## src/hw/rtl/modal_key_command_parser_defines.svh

```systemverilog
// Assertion macros used by the parser top level.
`ifndef MODAL_KEY_COMMAND_PARSER_DEFINES_SVH
`define MODAL_KEY_COMMAND_PARSER_DEFINES_SVH

// Checked on every edge, reset included.
`define MKCP_ASSERT_NEXT(lbl, clk, ante, cons) \
    lbl: assert property (@(posedge clk) (ante) |=> (cons)) \
        else $error("parser check failed");

// Checked on every edge, reset included, same cycle.
`define MKCP_ASSERT_IMPL(lbl, clk, ante, cons) \
    lbl: assert property (@(posedge clk) (ante) |-> (cons)) \
        else $error("parser check failed");

`endif

```

## src/hw/rtl/mkcp_pkg.sv

```systemverilog
package mkcp_pkg;

    localparam int KEY_W = 21;
    localparam int CH_W = 7;
    localparam int CNT_W = 16;

    localparam int QDEPTH = 2;
    localparam int QPTR_W = (QDEPTH > 1) ? $clog2(QDEPTH) : 1;
    localparam int QCNT_W = $clog2(QDEPTH + 1);

    localparam int OBUF_DEPTH = 2;
    localparam int OPTR_W = (OBUF_DEPTH > 1) ? $clog2(OBUF_DEPTH) : 1;
    localparam int OCNT_W = $clog2(OBUF_DEPTH + 1);

    localparam logic [CH_W-1:0] CH_DQUOTE = 7'h22;
    localparam logic [CH_W-1:0] CH_SQUOTE = 7'h27;
    localparam logic [CH_W-1:0] CH_ZERO = 7'h30;
    localparam logic [CH_W-1:0] CH_NINE = 7'h39;
    localparam logic [CH_W-1:0] CH_LBRACK = 7'h5B;
    localparam logic [CH_W-1:0] CH_LOW_A = 7'h61;
    localparam logic [CH_W-1:0] CH_LOW_D = 7'h64;
    localparam logic [CH_W-1:0] CH_LOW_G = 7'h67;
    localparam logic [CH_W-1:0] CH_LOW_I = 7'h69;
    localparam logic [CH_W-1:0] CH_LOW_M = 7'h6D;
    localparam logic [CH_W-1:0] CH_LOW_Z = 7'h7A;
    localparam logic [CH_W-1:0] CH_TILDE = 7'h7E;

    typedef enum logic [1:0] {
        KIND_DONE       = 2'd0,
        KIND_ERROR      = 2'd1,
        KIND_INSERTED   = 2'd2,
        KIND_INSERT_END = 2'd3
    } t_kind;

    typedef enum logic [2:0] {
        ST_BUF0 = 3'd0,
        ST_BUF1 = 3'd1,
        ST_CMD  = 3'd2,
        ST_DBL  = 3'd3,
        ST_ARG  = 3'd4
    } t_parse_state;

    typedef struct packed {
        logic fl_double;
        logic fl_motion;
        logic fl_arg;
    } t_flags;

    // Key as classified by the front end.
    typedef struct packed {
        logic [KEY_W-1:0] key;
        logic             esc;
        logic             key_hi;
        logic             above_tilde;
        logic             is_digit;
        logic             is_zero;
        logic [3:0]       digit;
        logic             is_lower;
        logic             is_dquote;
        t_flags           flags;
    } t_key_item;

    typedef struct packed {
        t_kind            kind;
        logic [CH_W-1:0]  reg_letter;
        logic [CNT_W-1:0] cmd_count;
        logic [CH_W-1:0]  cmd_char;
        logic [CH_W-1:0]  cmd_arg;
        logic [CNT_W-1:0] mot_count;
        logic [CH_W-1:0]  mot_char;
        logic [CH_W-1:0]  mot_arg;
        logic [KEY_W-1:0] passed_key;
    } t_result;

    function automatic t_flags char_flags(input logic [CH_W-1:0] ch);
        t_flags f;
        f = '0;
        unique case (ch)
            CH_LOW_D:            f.fl_motion = 1'b1;
            CH_LOW_G, CH_LBRACK: f.fl_double = 1'b1;
            CH_LOW_M, CH_SQUOTE: f.fl_arg = 1'b1;
            default:             f = '0;
        endcase
        return f;
    endfunction

endpackage

```

## src/hw/rtl/mkcp_front.sv

```systemverilog
module mkcp_front (
    input  logic [mkcp_pkg::KEY_W-1:0] i_key,
    input  logic                       i_is_escape,
    input  logic                       i_push,
    input  logic                       i_q_full,
    output logic                       o_full,
    output logic                       o_q_push,
    output mkcp_pkg::t_key_item        o_q_item
);
    import mkcp_pkg::*;

    logic [CH_W-1:0] key7;
    logic            key_hi;

    assign key7 = i_key[CH_W-1:0];
    assign key_hi = |i_key[KEY_W-1:CH_W];

    always_comb begin
        o_q_item.key = i_key;
        o_q_item.esc = i_is_escape;
        o_q_item.key_hi = key_hi;
        o_q_item.above_tilde = key_hi || (key7 > CH_TILDE);
        o_q_item.is_digit = !key_hi && (key7 >= CH_ZERO) && (key7 <= CH_NINE);
        o_q_item.is_zero = !key_hi && (key7 == CH_ZERO);
        o_q_item.digit = 4'(key7 - CH_ZERO);
        o_q_item.is_lower = !key_hi && (key7 >= CH_LOW_A) && (key7 <= CH_LOW_Z);
        o_q_item.is_dquote = !key_hi && (key7 == CH_DQUOTE);
        o_q_item.flags = char_flags(key7);
    end

    assign o_full = i_q_full;
    assign o_q_push = i_push && !i_q_full;

endmodule

```

## src/hw/rtl/mkcp_queue.sv

```systemverilog
module mkcp_queue (
    input  logic                i_clk,
    input  logic                i_rst_n,
    input  logic                i_push,
    input  mkcp_pkg::t_key_item i_item,
    output logic                o_full,
    input  logic                i_pop,
    output logic                o_empty,
    output mkcp_pkg::t_key_item o_item
);
    import mkcp_pkg::*;

    t_key_item           r_mem [QDEPTH];
    logic [QPTR_W-1:0]   r_wr;
    logic [QPTR_W-1:0]   r_rd;
    logic [QCNT_W-1:0]   r_cnt;
    logic [QPTR_W-1:0]   n_wr;
    logic [QPTR_W-1:0]   n_rd;
    logic [QCNT_W-1:0]   n_cnt;

    assign o_full = (r_cnt == QCNT_W'(QDEPTH));
    assign o_empty = (r_cnt == '0);
    assign o_item = r_mem[r_rd];

    always_comb begin
        n_wr = r_wr;
        n_rd = r_rd;
        n_cnt = r_cnt;
        if (i_push) begin
            n_wr = (r_wr == QPTR_W'(QDEPTH - 1)) ? '0 : r_wr + QPTR_W'(1);
        end
        if (i_pop) begin
            n_rd = (r_rd == QPTR_W'(QDEPTH - 1)) ? '0 : r_rd + QPTR_W'(1);
        end
        if (i_push && !i_pop) begin
            n_cnt = r_cnt + QCNT_W'(1);
        end else if (!i_push && i_pop) begin
            n_cnt = r_cnt - QCNT_W'(1);
        end
    end

    always_ff @(posedge i_clk) begin
        if (!i_rst_n) begin
            r_wr <= '0;
            r_rd <= '0;
            r_cnt <= '0;
        end else begin
            r_wr <= n_wr;
            r_rd <= n_rd;
            r_cnt <= n_cnt;
        end
    end

    always_ff @(posedge i_clk) begin
        if (i_push) begin
            r_mem[r_wr] <= i_item;
        end
    end

endmodule

```

## src/hw/rtl/mkcp_back.sv

```systemverilog
module mkcp_back (
    input  logic                       i_clk,
    input  logic                       i_rst_n,
    input  logic                       i_q_empty,
    input  mkcp_pkg::t_key_item        i_q_item,
    output logic                       o_q_pop,
    input  logic                       i_pop,
    output logic                       o_empty,
    output mkcp_pkg::t_result          o_result
);
    import mkcp_pkg::*;

    typedef struct packed {
        logic             in_motion;
        logic [CH_W-1:0]  reg_letter;
        logic [CNT_W-1:0] cmd_count;
        logic [CH_W-1:0]  cmd_char;
        logic [CH_W-1:0]  cmd_arg;
        logic [CNT_W-1:0] mot_count;
        logic [CH_W-1:0]  mot_char;
        logic [CH_W-1:0]  mot_arg;
    } t_held;

    t_parse_state      r_state;
    t_parse_state      n_state;
    t_parse_state      upd_state;
    logic              r_insert;
    logic              n_insert;
    logic              upd_insert;
    t_held             r_held;
    t_held             n_held;
    t_held             upd_held;

    t_key_item         it;
    logic              take;
    logic              ev_done;
    logic              ev_err;
    logic              ev_ins;
    logic              ev_exit;
    logic              ev_clear;
    logic              cmd_path;
    logic              go_dbl;
    logic              go_arg;
    logic [CH_W-1:0]   dbl_char;
    logic [CH_W-1:0]   cur_char;
    logic [CNT_W-1:0]  cur_cnt;
    logic [CNT_W-1:0]  new_cnt;

    logic              res_valid;
    t_result           res;

    t_result           r_obuf [OBUF_DEPTH];
    logic [OPTR_W-1:0] r_owr;
    logic [OPTR_W-1:0] r_ord;
    logic [OCNT_W-1:0] r_ocnt;
    logic [OPTR_W-1:0] n_owr;
    logic [OPTR_W-1:0] n_ord;
    logic [OCNT_W-1:0] n_ocnt;
    logic              obuf_pop;
    logic              obuf_push;
    logic              obuf_space;

    assign it = i_q_item;
    assign o_empty = (r_ocnt == '0);
    assign o_result = r_obuf[r_ord];
    assign obuf_pop = i_pop && !o_empty;
    // A slot frees up in the same cycle when the head result is popped.
    assign obuf_space = (r_ocnt != OCNT_W'(OBUF_DEPTH)) || obuf_pop;
    assign take = !i_q_empty && obuf_space;
    assign o_q_pop = take;

    assign dbl_char = r_held.in_motion ? r_held.mot_char : r_held.cmd_char;

    // Parser update for one key, before the end-of-command clear.
    always_comb begin
        upd_state = r_state;
        upd_insert = r_insert;
        upd_held = r_held;
        ev_done = 1'b0;
        ev_err = 1'b0;
        ev_ins = 1'b0;
        ev_exit = 1'b0;
        ev_clear = 1'b0;
        cmd_path = 1'b0;
        go_dbl = 1'b0;
        go_arg = 1'b0;
        cur_cnt = '0;
        new_cnt = '0;
        cur_char = '0;
        if (take) begin
            if (r_insert) begin
                if (it.esc) begin
                    upd_insert = 1'b0;
                    ev_exit = 1'b1;
                end else begin
                    ev_ins = 1'b1;
                end
            end else if (it.esc) begin
                ev_clear = 1'b1;
            end else begin
                unique case (r_state)
                    ST_BUF1: begin
                        if (!it.is_lower) begin
                            ev_err = 1'b1;
                        end else begin
                            upd_held.reg_letter = it.key[CH_W-1:0];
                            upd_held.in_motion = 1'b0;
                            upd_state = ST_CMD;
                        end
                    end
                    ST_CMD: cmd_path = 1'b1;
                    ST_DBL: begin
                        if (it.key_hi || (it.key[CH_W-1:0] != dbl_char)) begin
                            ev_err = 1'b1;
                        end else begin
                            go_dbl = 1'b1;
                        end
                    end
                    ST_ARG: begin
                        if (it.key_hi) begin
                            ev_err = 1'b1;
                        end else begin
                            if (r_held.in_motion) begin
                                upd_held.mot_arg = it.key[CH_W-1:0];
                            end else begin
                                upd_held.cmd_arg = it.key[CH_W-1:0];
                            end
                            go_arg = 1'b1;
                        end
                    end
                    default: begin
                        if (it.is_dquote) begin
                            upd_state = ST_BUF1;
                        end else begin
                            upd_state = ST_CMD;
                            upd_held.in_motion = 1'b0;
                            cmd_path = 1'b1;
                        end
                    end
                endcase
            end

            if (cmd_path) begin
                cur_cnt = upd_held.in_motion ? upd_held.mot_count : upd_held.cmd_count;
                new_cnt = {cur_cnt[CNT_W-4:0], 3'b000} + {cur_cnt[CNT_W-2:0], 1'b0}
                        + CNT_W'(it.digit);
                if (it.above_tilde) begin
                    ev_err = 1'b1;
                end else if (it.is_digit && (!it.is_zero || (cur_cnt != '0))) begin
                    if (upd_held.in_motion) begin
                        upd_held.mot_count = new_cnt;
                    end else begin
                        upd_held.cmd_count = new_cnt;
                    end
                end else begin
                    if (upd_held.in_motion) begin
                        upd_held.mot_char = it.key[CH_W-1:0];
                    end else begin
                        upd_held.cmd_char = it.key[CH_W-1:0];
                    end
                    if (it.flags.fl_double) begin
                        upd_state = ST_DBL;
                    end else begin
                        go_dbl = 1'b1;
                    end
                end
            end

            // The character of the record being filled, before any switch to the motion.
            cur_char = upd_held.in_motion ? upd_held.mot_char : upd_held.cmd_char;

            if (go_dbl) begin
                if (char_flags(cur_char).fl_arg) begin
                    upd_state = ST_ARG;
                end else begin
                    go_arg = 1'b1;
                end
            end

            // A command taking a motion goes on to it; anything else ends the command.
            if (go_arg) begin
                if (char_flags(cur_char).fl_motion && !upd_held.in_motion) begin
                    upd_held.in_motion = 1'b1;
                    upd_state = ST_CMD;
                end else begin
                    ev_done = 1'b1;
                    if (upd_held.cmd_char == CH_LOW_I) begin
                        upd_insert = 1'b1;
                    end
                end
            end
        end
    end

    // Next state.
    always_comb begin
        n_insert = upd_insert;
        if (ev_done || ev_err || ev_clear) begin
            n_state = ST_BUF0;
            n_held = '0;
        end else begin
            n_state = upd_state;
            n_held = upd_held;
        end
    end

    // Result of the key.
    always_comb begin
        res = '0;
        res_valid = ev_done || ev_err || ev_ins || ev_exit;
        if (ev_done) begin
            res.kind = KIND_DONE;
            res.reg_letter = upd_held.reg_letter;
            res.cmd_count = upd_held.cmd_count;
            res.cmd_char = upd_held.cmd_char;
            res.cmd_arg = upd_held.cmd_arg;
            res.mot_count = upd_held.mot_count;
            res.mot_char = upd_held.mot_char;
            res.mot_arg = upd_held.mot_arg;
        end else if (ev_err) begin
            res.kind = KIND_ERROR;
        end else if (ev_ins) begin
            res.kind = KIND_INSERTED;
            res.passed_key = it.key;
        end else if (ev_exit) begin
            res.kind = KIND_INSERT_END;
        end
    end

    assign obuf_push = res_valid;

    always_comb begin
        n_owr = r_owr;
        n_ord = r_ord;
        n_ocnt = r_ocnt;
        if (obuf_push) begin
            n_owr = (r_owr == OPTR_W'(OBUF_DEPTH - 1)) ? '0 : r_owr + OPTR_W'(1);
        end
        if (obuf_pop) begin
            n_ord = (r_ord == OPTR_W'(OBUF_DEPTH - 1)) ? '0 : r_ord + OPTR_W'(1);
        end
        if (obuf_push && !obuf_pop) begin
            n_ocnt = r_ocnt + OCNT_W'(1);
        end else if (!obuf_push && obuf_pop) begin
            n_ocnt = r_ocnt - OCNT_W'(1);
        end
    end

    always_ff @(posedge i_clk) begin
        if (!i_rst_n) begin
            r_state <= ST_BUF0;
            r_insert <= 1'b0;
            r_held <= '0;
            r_owr <= '0;
            r_ord <= '0;
            r_ocnt <= '0;
        end else begin
            r_state <= n_state;
            r_insert <= n_insert;
            r_held <= n_held;
            r_owr <= n_owr;
            r_ord <= n_ord;
            r_ocnt <= n_ocnt;
        end
    end

    always_ff @(posedge i_clk) begin
        if (obuf_push) begin
            r_obuf[r_owr] <= res;
        end
    end

endmodule

```

## src/hw/rtl/modal_key_command_parser.sv

```systemverilog
// Modal key command parser. Keys go in through a queue-style port (push/full) and
// parse results come out of another (empty/pop). The block takes one key per clock
// cycle for as long as results are drained; an accepted key is written into the key
// queue, the parser takes it once the result buffer has room, and its result, if it
// makes one, is written into that buffer. The rate is set by the parser state register
// in the back end, which updates once per key; a two-entry queue of classified keys
// sits between the front end and the parser, and a two-entry result buffer at the output.
// Escape in command mode and keys that only advance a command give no result.
`include "modal_key_command_parser_defines.svh"

module modal_key_command_parser (
    input  logic                        i_clk,
    input  logic                        i_rst_n,
    input  logic                        push,
    output logic                        full,
    input  logic [mkcp_pkg::KEY_W-1:0]  i_key,
    input  logic                        i_is_escape,
    output logic                        empty,
    input  logic                        pop,
    output logic [1:0]                  o_kind,
    output logic [mkcp_pkg::CH_W-1:0]   o_register_letter,
    output logic [mkcp_pkg::CNT_W-1:0]  o_cmd_count,
    output logic [mkcp_pkg::CH_W-1:0]   o_cmd_char,
    output logic [mkcp_pkg::CH_W-1:0]   o_cmd_argument,
    output logic [mkcp_pkg::CNT_W-1:0]  o_motion_count,
    output logic [mkcp_pkg::CH_W-1:0]   o_motion_char,
    output logic [mkcp_pkg::CH_W-1:0]   o_motion_argument,
    output logic [mkcp_pkg::KEY_W-1:0]  o_passed_key
);
    import mkcp_pkg::*;

    logic      q_full;
    logic      q_push;
    logic      q_empty;
    logic      q_pop;
    t_key_item q_in_item;
    t_key_item q_out_item;
    t_result   result;
    logic      shown_done;
    logic      shown_other;
    logic      cmd_blank;

    mkcp_front u_front (
        .i_key       (i_key),
        .i_is_escape (i_is_escape),
        .i_push      (push),
        .i_q_full    (q_full),
        .o_full      (full),
        .o_q_push    (q_push),
        .o_q_item    (q_in_item)
    );

    mkcp_queue u_queue (
        .i_clk   (i_clk),
        .i_rst_n (i_rst_n),
        .i_push  (q_push),
        .i_item  (q_in_item),
        .o_full  (q_full),
        .i_pop   (q_pop),
        .o_empty (q_empty),
        .o_item  (q_out_item)
    );

    mkcp_back u_back (
        .i_clk     (i_clk),
        .i_rst_n   (i_rst_n),
        .i_q_empty (q_empty),
        .i_q_item  (q_out_item),
        .o_q_pop   (q_pop),
        .i_pop     (pop),
        .o_empty   (empty),
        .o_result  (result)
    );

    assign o_kind = result.kind;
    assign o_register_letter = result.reg_letter;
    assign o_cmd_count = result.cmd_count;
    assign o_cmd_char = result.cmd_char;
    assign o_cmd_argument = result.cmd_arg;
    assign o_motion_count = result.mot_count;
    assign o_motion_char = result.mot_char;
    assign o_motion_argument = result.mot_arg;
    assign o_passed_key = result.passed_key;

    assign shown_done = !empty && (o_kind == KIND_DONE);
    assign shown_other = !empty && (o_kind != KIND_DONE);
    assign cmd_blank = (o_cmd_char == '0) && (o_register_letter == '0);

    `MKCP_ASSERT_NEXT(a_reset_empties, i_clk, !i_rst_n, empty)
    `MKCP_ASSERT_IMPL(a_pop_needs_item, i_clk, q_pop, !q_empty)
    `MKCP_ASSERT_IMPL(a_done_no_passed_key, i_clk, shown_done, o_passed_key == '0)
    `MKCP_ASSERT_IMPL(a_other_kinds_no_cmd, i_clk, shown_other, cmd_blank)

endmodule

```

## config.mk

```make
export PLATFORM = sky130hd
export DESIGN_NAME = modal_key_command_parser
export DESIGN_NICKNAME = d
export VERILOG_FILES = /design/src/hw/rtl/mkcp_pkg.sv /design/src/hw/rtl/mkcp_front.sv /design/src/hw/rtl/mkcp_queue.sv /design/src/hw/rtl/mkcp_back.sv /design/src/hw/rtl/modal_key_command_parser.sv
export VERILOG_INCLUDE_DIRS = /design/src /design/src/hw/rtl
export SDC_FILE = /design/constraint.sdc
export NUM_CORES = 1
export LEC_CHECK = 0
export BUFFER_PORTS_ARGS = -buffer_cell sky130_fd_sc_hd__buf_2
export CAP_MARGIN = 20
export CORE_MARGIN = 2
export CORE_UTILIZATION = 50
export DETAILED_ROUTE_END_ITERATION = 12
export PLACE_DENSITY_LB_ADDON = 0.05
export SLEW_MARGIN = 20
export SYNTH_ARGS = -nofsm -noshare
export SYNTH_HDL_FRONTEND = slang
export SYNTH_SLANG_ARGS = --single-unit
```

## constraint.sdc

```tcl
create_clock -name i_clk -period 9.5 [get_ports i_clk]
set_input_delay 1.425 -clock i_clk [delete_from_list [all_inputs] [get_ports i_clk]]
set_output_delay 1.425 -clock i_clk [all_outputs]
set_load 0.05 [all_outputs]
```

Word-level counts from Yosys, hierarchy flattened. Memory sizes are Yosys's and may differ from the RTL's. A register that Yosys moved wholly into a read port is not among the register bits. Cells that the tools add are included.

Input bits: 26. Register bits after elaboration: 80. Output and inout bits: 92. Bits in writable memories: 250. Memories: 2. Logic and storage cells: 225.

Equal/unequal tests: 18. Magnitude comparators: 5. Bitwise gates (word level): 1. Multiplexer cells: 127. Add/subtract/negate cells: 11. Reduce and logical (&&, ||, !) cells: 45.

Memory list: u_back.r_obuf (depth 2, bits a word 90, rd ports 1, clocked after Yosys merged registers in 1, write ports 1, RTL line mkcp_back.sv:52) `t_result r_obuf [OBUF_DEPTH];`; u_queue.r_mem (depth 2, bits a word 35, rd ports 1, clocked after Yosys merged registers in 1, write ports 1, RTL line mkcp_queue.sv:13) `t_key_item r_mem [QDEPTH];`.

Operators by type and width (number): 23-bit two-way mux (6); 67-bit two-way mux (2); 7-bit two-way mux (17); 16-bit two-way mux (5); 1-bit two-way mux (66); 21-bit two-way mux (3); 7-bit equality test (second input constant) (7); 3-bit two-way mux (11); 8-bit two-way mux (4); 7-bit by 6-bit equality test with 1-bit output (second input constant) (4); 2-bit two-way mux (9); 16-bit adder (1); 16-bit by 4-bit adder with 16-bit output (1); 16-bit nonzero test (1); 1-bit logical AND (15); 14-bit OR reduction (1); 1-bit zero test (10); 1-bit logical OR (8); 2-bit OR reduction (4); 7-bit by 6-bit greater-or-equal comparator with 1-bit output (second input constant) (1); 7-bit greater-or-equal comparator (second input constant) (1); 7-bit greater-than comparator (second input constant) (1); 7-bit by 6-bit <= comparator with 1-bit output (second input constant) (1); 7-bit <= comparator (second input constant) (1); other kinds (17) (27).

Depth between registers and ports, before layout. Gate-level depths: netlist of the first run.

Depth after elaboration: 36. Gate-level depth with buffers: 21. Depth with buffers taken out: 18.

By module. A second synthesis of the first run with hierarchy kept.

Cell total of the unflattened synthesis: 1115. Area total of the unflattened synthesis: 14760.4 um^2.

Modules (own cells, without submodules): mkcp_back (cells an instance 921, area each 11549.8 um^2, times used 1, seq. area each 6946.7 um^2); mkcp_queue (cells an instance 131, area each 2742.6 um^2, times used 1, seq. area each 2202.1 um^2); mkcp_front (cells an instance 63, area each 467.9 um^2, times used 1, seq. area each 0.0 um^2).

Least setup slack after synthesis of the first run. No wires, ideal clock.

Kind: reg-to-reg. Start: register with a tool-made name. End: memory u_back.r_obuf[0][0] (netlist name) (enable). Path buffers: 3. Period minus slack after synthesis: 7.389 ns. Data required time: 8.932 ns. Setup time: 0.568 ns. Stages on the path, launching flop included: 12. Data arrival time: 6.821 ns. Path slack: 2.111 ns. Path through: dfxtp_1 -> buf_6 -> mux2i_1 -> xor2_1 -> or4_1 -> nor2_1 -> a22o_2 -> a21oi_2 -> or2_1 -> buf_4 -> buf_6 -> a21oi_1.

RTL lines (RTL line): end, declared (mkcp_back.sv:52).

==> results.cfg, run 1 <==
[place]
dp_cells = 1547
dpl.hpwl_um = 18500
place_ws_ns = 3.92
port_buffers = 117
place.gp.congestion = 0.871

[global_route]
antenna_found_initial = 0
gr-total-overflow = 0
grt_first_pass_wirelength_um = 45200
grt.total_usage = 0.198
grt_max_degree = 77
grt_pass1_vias = 8545

[die]
io_pins = 118
dieArea_sq_mm = 0.0293
fp.dieH_um = 171
rows = 61
die_w_um = 171
core_area_sq_mm = 0.0276
start_util = 0.506

[clock_network]
cts_tree = done
clk_path_buf_depth = 3
hold_buffers = 0
clkLatencyLatePin_ns = 0.51
clock-sinks = 320
htree_levels = 2
clockRootBuffer = clkbuf_16
post_cts_buffers = 0
clk_pin_slew_ns = 0.06
ctsResizeCount = 0
cts-buffers-inserted = 34

[detailed_routing]
ant_nets = 0
drt_iter0_drc = 599
dr.pass1.iters = 5
drc = 0
wl_um = 28400
route.vias.total = 8549
post_drt_via_cell_ratio = 5.31
wl_per_cell_um = 17.6

[setup_path]
crit_arrival_ns = 5.80
cp.required_ns = 9.73
critPathKind = reg2reg
reg2reg_depth = 18
timing.rr.end = u_back.r_obuf[0][80]$_DFFE_PP_
cp-start-kind = register
end_kind = register
r2r_setup_slack_ns = 3.93
cp_max_fo = 34

[min_path]
holdPathEnd = u_back.r_held[66]$_SDFF_PP0_
whs_path_depth = 2
hp-class = reg2reg
min_from = u_back.r_held[66]$_SDFF_PP0_

[synthesis]
syn_nets = 1144
synthCells = 1088
netlist.area_leader.share = 0.511
ys_ff_latch = 320
synth_commonest_cells = edfxtp_1, nor2_1, mux2_2
synth-simple-area-share = 0.120
synth.area.mux_share = 0.133
synthArstFlopShare = 0
synth_area_sq_mm = 0.0140
ys.flop_type = edfxtp_1
post-synth-top-count-cell = edfxtp_1
synth_fa_ha_area_frac = 0.0287
synth_top_family_by_area = multiplexers
ys_types = 67
synth_seq_area_share = 0.628
synth_top_cell_by_area = edfxtp_1
yosysWarnings = 0
synth_edf_count = 238
synth_xor_area_frac = 0.0173
avgSynthCellArea_sq_um = 12.9
synth_area_leaders = edfxtp_1, dfxtp_1, mux2_2
synth-compound-area-share = 0.0504

[run_status]
status = finished, final reports clean

[run]
maxCapViolations = 0

[sta]
final_hold_viol_count = 0
slew_viol_final = 0
worst_slack_ns = 3.93
rsz0062_at_grt = false
fin_skew_ns = 0.0185
timing.slew.headroom = 0.281
min_period_over_period = 0.586
finalSetupTns_ns = 0
worst_pin_slew_ns = 1.08
min_period_ns = 5.57
fmaxAchievable_mhz = 180
setup_viol = 0

[power_and_ir_drop]
leakage_nw = 6.05
power_density_mw_per_mm2 = 278
ir_drop_v = 0.000185
finalPower_mw = 4.46

[cells_and_area]
fin_cells = 1609
antenna_cells = 0
fin_nets = 1261
synthToLayoutAreaGrowth_pct = 14.7
layout-drive-gt1-share = 0.258
logic make-up (layout without fill, tap and decap cells):
kind of cell | after synthesis | after routing
flops | 320 | 320
compound gates | 114 | 114
simple gates | 362 | 362
xor+xnor | 26 | 26
fa+ha+maj | 31 | 31
buf+inv | 65 | 208
mux | 170 | 170
metrics by stage:
stage	cell area [sq um]	hold WS, ns	util
final	16000	0.488	0.580
after global routing	16000	0.529	0.580
after CTS	16000	0.496	0.580
after detailed placement	14900	0.484	0.541
after global placement	14900	0.470	0.541
after floorplan	14000	0.451	-
critical path, cell delays in order, from the launching register on:
cell,delay [ns]
dfxtp_2,0.31
buf_4,0.48
mux2i_1,0.46
a21oi_1,0.17
o211ai_4,0.24
nand2_1,0.50
nand2_1,0.23
nand2_1,0.12
fa_1,0.52
ha_1,0.31
a21o_1,0.17
a21oi_1,0.29
o21a_1,0.18
o21ai_0,0.14
o41ai_1,0.48
o21ai_0,0.22
xnor2_1,0.18
mux2i_1,0.22
nor2_2,0.06
layout make-up:
class	instances	area, sq um
clock buffer	50	985
clock inverter	12	111
fill	2356	11600
inverter	12	45.0
multi-input combinational	703	4920
sequential	320	8790
tap	378	473
timing repair buffer	134	713
worst max-delay path by stage:
| stage | endpoint | slack (ns) | startpoint | cells after the start |
|---|---|---|---|---|
| finish | u_back.r_obuf[0][80]$_DFFE_PP_ | 3.93 | register | 18 |
| global route | u_back.r_obuf[0][80]$_DFFE_PP_ | 3.48 | register | 18 |
| CTS | u_back.r_obuf[0][80]$_DFFE_PP_ | 3.90 | register | 18 |
| detailed placement | u_back.r_obuf[0][80]$_DFFE_PP_ | 3.92 | register | 18 |
| global placement | u_back.r_obuf[0][80]$_DFFE_PP_ | 4.07 | register | 18 |
| floorplan | u_back.r_obuf[0][0]$_DFFE_PP_ | 2.11 | register | 11 |
state kept, by name (all words and copies together), names as in the netlist, named ones only:
name             flops
u_back.r_state       3
u_back.r_ord         1
u_back.r_insert      1
u_queue.r_wr         1
u_queue.r_mem       58
u_back.r_held       68
u_back.r_owr         1
u_back.r_obuf      180
u_queue.r_rd         1
u_back.r_ocnt        2
u_queue.r_cnt        2
per-layer routing:
metal  global-route usage  vias to the layer above  share of wire
met5                    0                        -              0
met4               0.0516                        0          0.018
met3               0.0334                       38          0.043
met2                0.336                      174           0.48
met1                0.267                     4169           0.46
li1                     -                     4168              -
report_power, final:
group / leakage (nW) / switching [mW] / total [mW] / internal [mW]
Combinational: 2.53 / 1.01 / 1.42 / 0.406
Clock: 0.533 / 0.518 / 1.29 / 0.775
Sequential: 2.98 / 0.0694 / 1.75 / 1.68
Total: 6.05 / 1.60 / 4.46 / 2.86
cells in the final DEF, fill, tap and decap left out, types with 14 or more instances in the layout:
master / Yosys / routed
xnor2_1: 18 / 18
mux2i_1: 67 / 67
nor2_1: 185 / 184
a21oi_1: 54 / 53
mux2_2: 100 / 100
ha_1: 28 / 28
buf_2: 16 / 117
nor4_1: 14 / 14
edfxtp_1: 238 / 238
dfxtp_1: 82 / 80
clkbuf_16: 0 / 37
buf_4: 2 / 17
o21ai_0: 22 / 22
nand2_1: 74 / 74
Power figures use the tool's default switching activity.
==> run 2: changes to the inputs <==
Clock period 9.5 ns to 4.97 ns, I/O delays scaled along.
==> run 2 against run 1 <==
  * Critical path depth fell by 1
  * Clock power rose by 98%
  * Die area did not move
  * Hold slack got worse by 0.066 ns
  * Utilization rose by 0.84 points
  * Routed wire length rose by 3.0%
  * Worst setup slack got worse by 3.6 ns
  * Global-route usage rose by 0.21 points
  * Fmax rose by 20%
  * Clock-buffer cell count rose by 2
==> results.cfg, run 2 (same netlist as run 1, synthesis figures left out) <==
[sta]
fmaxAchievable_mhz = 216
rsz0062_at_grt = false
worst_pin_slew_ns = 0.857
min_period_over_period = 0.931
fin_skew_ns = 0.0154
worst_slack_ns = 0.342
setup_viol = 0
slew_viol_final = 0
finalSetupTns_ns = 0
final_hold_viol_count = 0
min_period_ns = 4.63
timing.slew.headroom = 0.428

[power_and_ir_drop]
leakage_nw = 6.17
ir_drop_v = 0.000459
power_density_mw_per_mm2 = 535

[detailed_routing]
drc = 0
drt_iter0_drc = 470
route.vias.total = 8605
wl_per_cell_um = 18.0
wl_um = 29200
post_drt_via_cell_ratio = 5.30
ant_nets = 0
dr.pass1.iters = 5

[die]
die_w_um = 171
dieArea_sq_mm = 0.0293
rows = 61
start_util = 0.506
io_pins = 118
fp.dieH_um = 171
core_area_sq_mm = 0.0276

[min_path]
hp-class = in2reg

[place]
dpl.hpwl_um = 19400
place_ws_ns = 0.322
place.gp.congestion = 0.860
port_buffers = 117

[setup_path]
cp-endpoint = u_back.r_obuf[0][80]$_DFFE_PP_
r2r_setup_slack_ns = 0.34
cp_max_fo = 10
cp-start-kind = register
timing.rr.end = u_back.r_obuf[0][80]$_DFFE_PP_
end_kind = register
crit_arrival_ns = 4.88
reg2reg_depth = 17
cp.required_ns = 5.22
critPathKind = reg2reg

[global_route]
grt_max_degree = 82
grt.total_usage = 0.200
grt_pass1_vias = 8313
antenna_found_initial = 0
grt_first_pass_wirelength_um = 45400
gr-total-overflow = 0

[clock_network]
cts_tree = done
clkLatencyLatePin_ns = 0.52
hold_buffers = 0
clockRootBuffer = clkbuf_16
clock-sinks = 320
htree_levels = 2
clk_path_buf_depth = 3
post_cts_buffers = 0
ctsResizeCount = 0
cts-buffers-inserted = 35
clk_pin_slew_ns = 0.06

[run_status]
status = finished, final reports clean

[run]
maxCapViolations = 0

[cells_and_area]
layout_commonest_cell = edfxtp_1
synthToLayoutAreaGrowth_pct = 16.3
fin_nets = 1275
reg_top3 = u_back.r_obuf (180), u_back.r_held (68), u_queue.r_mem (58)
antenna_cells = 0
registers.top_by_ff_count = u_back.r_obuf
final_cell_mix = edfxtp_1, nor2_1, buf_2
largest_reg_flops = 180
layout-drive-gt1-share = 0.270
[run 2: changes by cell type in the layout (fill, tap and decap cells not counted)]
| cell | change |
|---|---|
| buf_12 | +6 |
| buf_4 | +7 |
| bufinv_16 | +1 |
| clkbuf_16 | -1 |
| clkbuf_8 | +3 |
| clkinv_1 | -3 |
| clkinv_2 | +2 |
| clkinv_4 | -2 |
| clkinv_8 | +1 |
| inv_6 | +1 |
| o41ai_1 | -1 |
| o41ai_2 | +1 |
[run 2: metrics by stage]
stage	std cells	area, sq um	power (mW)	util	hold slack (ns)
6_report	1624	16300	8.70	0.589	0.422
5_1_grt	1624	16300	9.06	0.589	0.416
4_1_cts	1624	16300	8.81	0.589	0.400
3_5_place_dp	1560	15100	6.23	0.547	0.484
3_3_place_gp	1560	15100	6.23	0.547	0.472
2_1_floorplan	1088	14000	5.51	-	0.461
[run 2: power by group]
part / internal (mW) / total (mW) / switching [mW]
Combinational: 0.832 / 2.78 / 1.95
Clock: 1.56 / 2.56 / 1.00
Sequential: 3.21 / 3.36 / 0.152
[run 2: worst max-delay path, stage by stage, from the launching register on]
cell and delay, ns:
dfxtp_2 0.53, mux2i_4 0.34, maj3_2 0.26, o211ai_4 0.10
and2_1 0.26, nand2_1 0.10, nand2_1 0.09, fa_1 0.54
ha_1 0.33, a21o_1 0.18, a21oi_1 0.28, o21a_1 0.17
o21ai_0 0.17, o41ai_2 0.35, o21ai_0 0.20, xnor2_1 0.18
mux2i_1 0.21, nor2_2 0.06
[run 2: how the worst min path moves through the flow]
stage,from,end,slack [ns],depth (start not counted)
final,i_is_escape,u_queue.r_mem[0][13]$_DFFE_PP_,0.42,1
after floorplan,u_back.r_held[3]$_SDFF_PP0_,u_back.r_held[3]$_SDFF_PP0_,0.46,2
after global placement,u_back.r_held[1]$_SDFF_PP0_,u_back.r_held[1]$_SDFF_PP0_,0.47,2
after detailed placement,u_back.r_held[5]$_SDFF_PP0_,u_back.r_held[5]$_SDFF_PP0_,0.48,2
after global routing,i_is_escape,u_queue.r_mem[1][13]$_DFFE_PP_,0.42,1
after CTS,i_is_escape,u_queue.r_mem[0][13]$_DFFE_PP_,0.40,1
[run 2: cell type report]
cell class,instances,area [sq um]
clock buffer,52,1000
timing repair buffer,147,886
tap,378,473
multi-input combinational,703,4920
fill,2318,11400
inverter,12,45.0
clock inverter,12,148
sequential,320,8790
[run 2: routing by layer]
metal	global-route usage	vias up	part of all wire
met5	0	-	0
met4	0.0542	0	0.017
met3	0.0327	44	0.042
met2	0.330	183	0.47
met1	0.277	4166	0.47
li1	-	4212	-
==> run 3: changes to the inputs <==
Settings changed: CORE_ASPECT_RATIO set to 1.5.
==> run 3 against run 2 <==
  * Sequential power barely moved
  * Via count rose by 1.5%
  * Sequential share of layout area rose by 0.91 points
  * Clock-buffer cell count fell by 4
  * Register-to-register slack improved by 0.11 ns
  * Clock skew fell by 0.0017 ns
  * Highest routed layer unchanged
==> results.cfg, run 3 (same netlist as run 1, synthesis figures left out) <==
[run_status]
status = finished, final reports clean

[sta]
timing.slew.headroom = 0.380
setup_viol = 0
rsz0062_at_grt = false
final_hold_viol_count = 0
worst_pin_slew_ns = 0.928
slew_viol_final = 0
fmaxAchievable_mhz = 221
fin_skew_ns = 0.0137
finalSetupTns_ns = 0
min_period_over_period = 0.909
min_period_ns = 4.52

[detailed_routing]
wl_um = 30800
wl_per_cell_um = 19.4
drt_iter0_drc = 551
drc = 0
ant_nets = 0
dr.pass1.iters = 4
route.vias.total = 8736
post_drt_via_cell_ratio = 5.52

[clock_network]
htree_levels = 1
clk_pin_slew_ns = 0.07
cts_tree = done
clkLatencyLatePin_ns = 0.57
post_cts_buffers = 0
clock-sinks = 320
clockRootBuffer = clkbuf_16
cts-buffers-inserted = 30
clk_path_buf_depth = 3

[die]
start_util = 0.504
io_pins = 118
fp.dieH_um = 209
rows = 75
dieArea_sq_mm = 0.0294
core_area_sq_mm = 0.0278
die_w_um = 141

[global_route]
grt_max_degree = 91
grt.total_usage = 0.210
antenna_found_initial = 0
grt_first_pass_wirelength_um = 47900
grt_pass1_vias = 8987
gr-total-overflow = 0

[setup_path]
path_cells = inv_1 > maj3_2 > o211ai_4 > and2_1 > buf_4 > nand2_1 > nand2_1 > ha_1 > ha_1 > fa_1 > a21oi_1 > o21bai_1 > a21oi_1 > o21ai_0 > a41oi_1 > a21oi_1 > xor2_1 > mux2i_1 > nor2_2
critPathKind = reg2reg
timing.rr.end = u_back.r_obuf[1][79]$_DFFE_PP_
cp_max_fo = 11
slowest_stage = dfxtp_1
cpMostUsedCell = a21oi_1
r2r_start = u_back.r_state[2]$_SDFFE_PP0P_
worstSetupStartpoint = u_back.r_state[2]$_SDFFE_PP0P_
max_stage_delay_ns = 0.50
worst-path-stages = 19
cp-start-kind = register
r2r_setup_slack_ns = 0.45
cp.buffers_inverters = 2
reg2reg_depth = 19
cp-endpoint = u_back.r_obuf[1][79]$_DFFE_PP_
cp.required_ns = 5.27
end_kind = register
cp_top_family = adder cells
crit_arrival_ns = 4.82

[power_and_ir_drop]
ir_drop_v = 0.000448
power_density_mw_per_mm2 = 524
leakage_nw = 6.07
finalPower_mw = 8.39

[place]
port_buffers = 117
place.gp.congestion = 0.903
dpl.hpwl_um = 21300

[cells_and_area]
largest_reg_flops = 180
finish.utilization = 0.576
layout_commonest_cell = edfxtp_1
final_cell_mix = edfxtp_1, nor2_1, buf_2
reg_top3 = u_back.r_obuf (180), u_back.r_held (68), u_queue.r_mem (58)
registers.top_by_ff_count = u_back.r_obuf
fin_nets = 1269
synthToLayoutAreaGrowth_pct = 14.4
nFillCells = 2340
layout-drive-gt1-share = 0.266
antenna_cells = 0

[run]
maxCapViolations = 0

[min_path]
hp-class = in2reg
-- run 3: cell count changes in the layout (fill, tap and decap cells not counted) --
cell / delta
clkbuf_16: -5
buf_12: -4
buf_4: +3
bufinv_16: -2
clkbuf_8: +2
clkinv_2: -2
clkbuf_1: -1
clkinv_4: +1
inv_6: -1
-- run 3: layout make-up --
class	count	area, sq um	area share
clock inverters	8	77.6	0.00485
clock buffers	48	900	0.0562
inverters	12	45.0	0.00281
repair buffers	146	828	0.0518
well taps	346	433	0.0271
flip-flops and latches	320	8790	0.550
multi-input cells	703	4920	0.308
-- run 3: timing repair --
item / in CTS / in global routing
gates resized for setup: 0 / 1
setup endpoints to repair: 0 / 2
hold buffers: 0 / 0
-- run 3: stage by stage --
stage               area, sq um  hold slack, ns  instances  setup WS (ns)
floorplan                 14000           0.461       1088         0.0764
CTS                       16000           0.349       1583          0.391
global route              16000           0.354       1583         0.0920
detailed placement        15000           0.482       1527          0.401
finish                    16000           0.375       1583          0.450
global placement          15000           0.469       1527          0.479
-- run 3: where the power goes --
group	switching [mW]	internal, mW
Combinational	1.96	0.810
Clock	0.963	1.29
Sequential	0.156	3.21
Total	3.08	5.31
-- run 3: how the worst min path moves through the flow --
stage / startpoint / to / slack (ns) / depth (start not counted)
2_1_floorplan: u_back.r_held[3]$_SDFF_PP0_ / u_back.r_held[3]$_SDFF_PP0_ / 0.46 / 2
3_3_place_gp: u_back.r_held[3]$_SDFF_PP0_ / u_back.r_held[3]$_SDFF_PP0_ / 0.47 / 2
6_report: i_is_escape / u_queue.r_mem[0][13]$_DFFE_PP_ / 0.37 / 1
5_1_grt: i_is_escape / u_queue.r_mem[0][13]$_DFFE_PP_ / 0.35 / 1
4_1_cts: i_is_escape / u_queue.r_mem[0][13]$_DFFE_PP_ / 0.35 / 1
3_5_place_dp: u_back.r_held[4]$_SDFF_PP0_ / u_back.r_held[4]$_SDFF_PP0_ / 0.48 / 2
-- run 3: routing by layer --
layer,global-route usage,up-vias,wire length (um)
met5,0,-,0
met4,0.0755,0,941
met3,0.0296,64,1360
met2,0.412,201,17300
met1,0.225,4284,11100
li1,-,4187,-
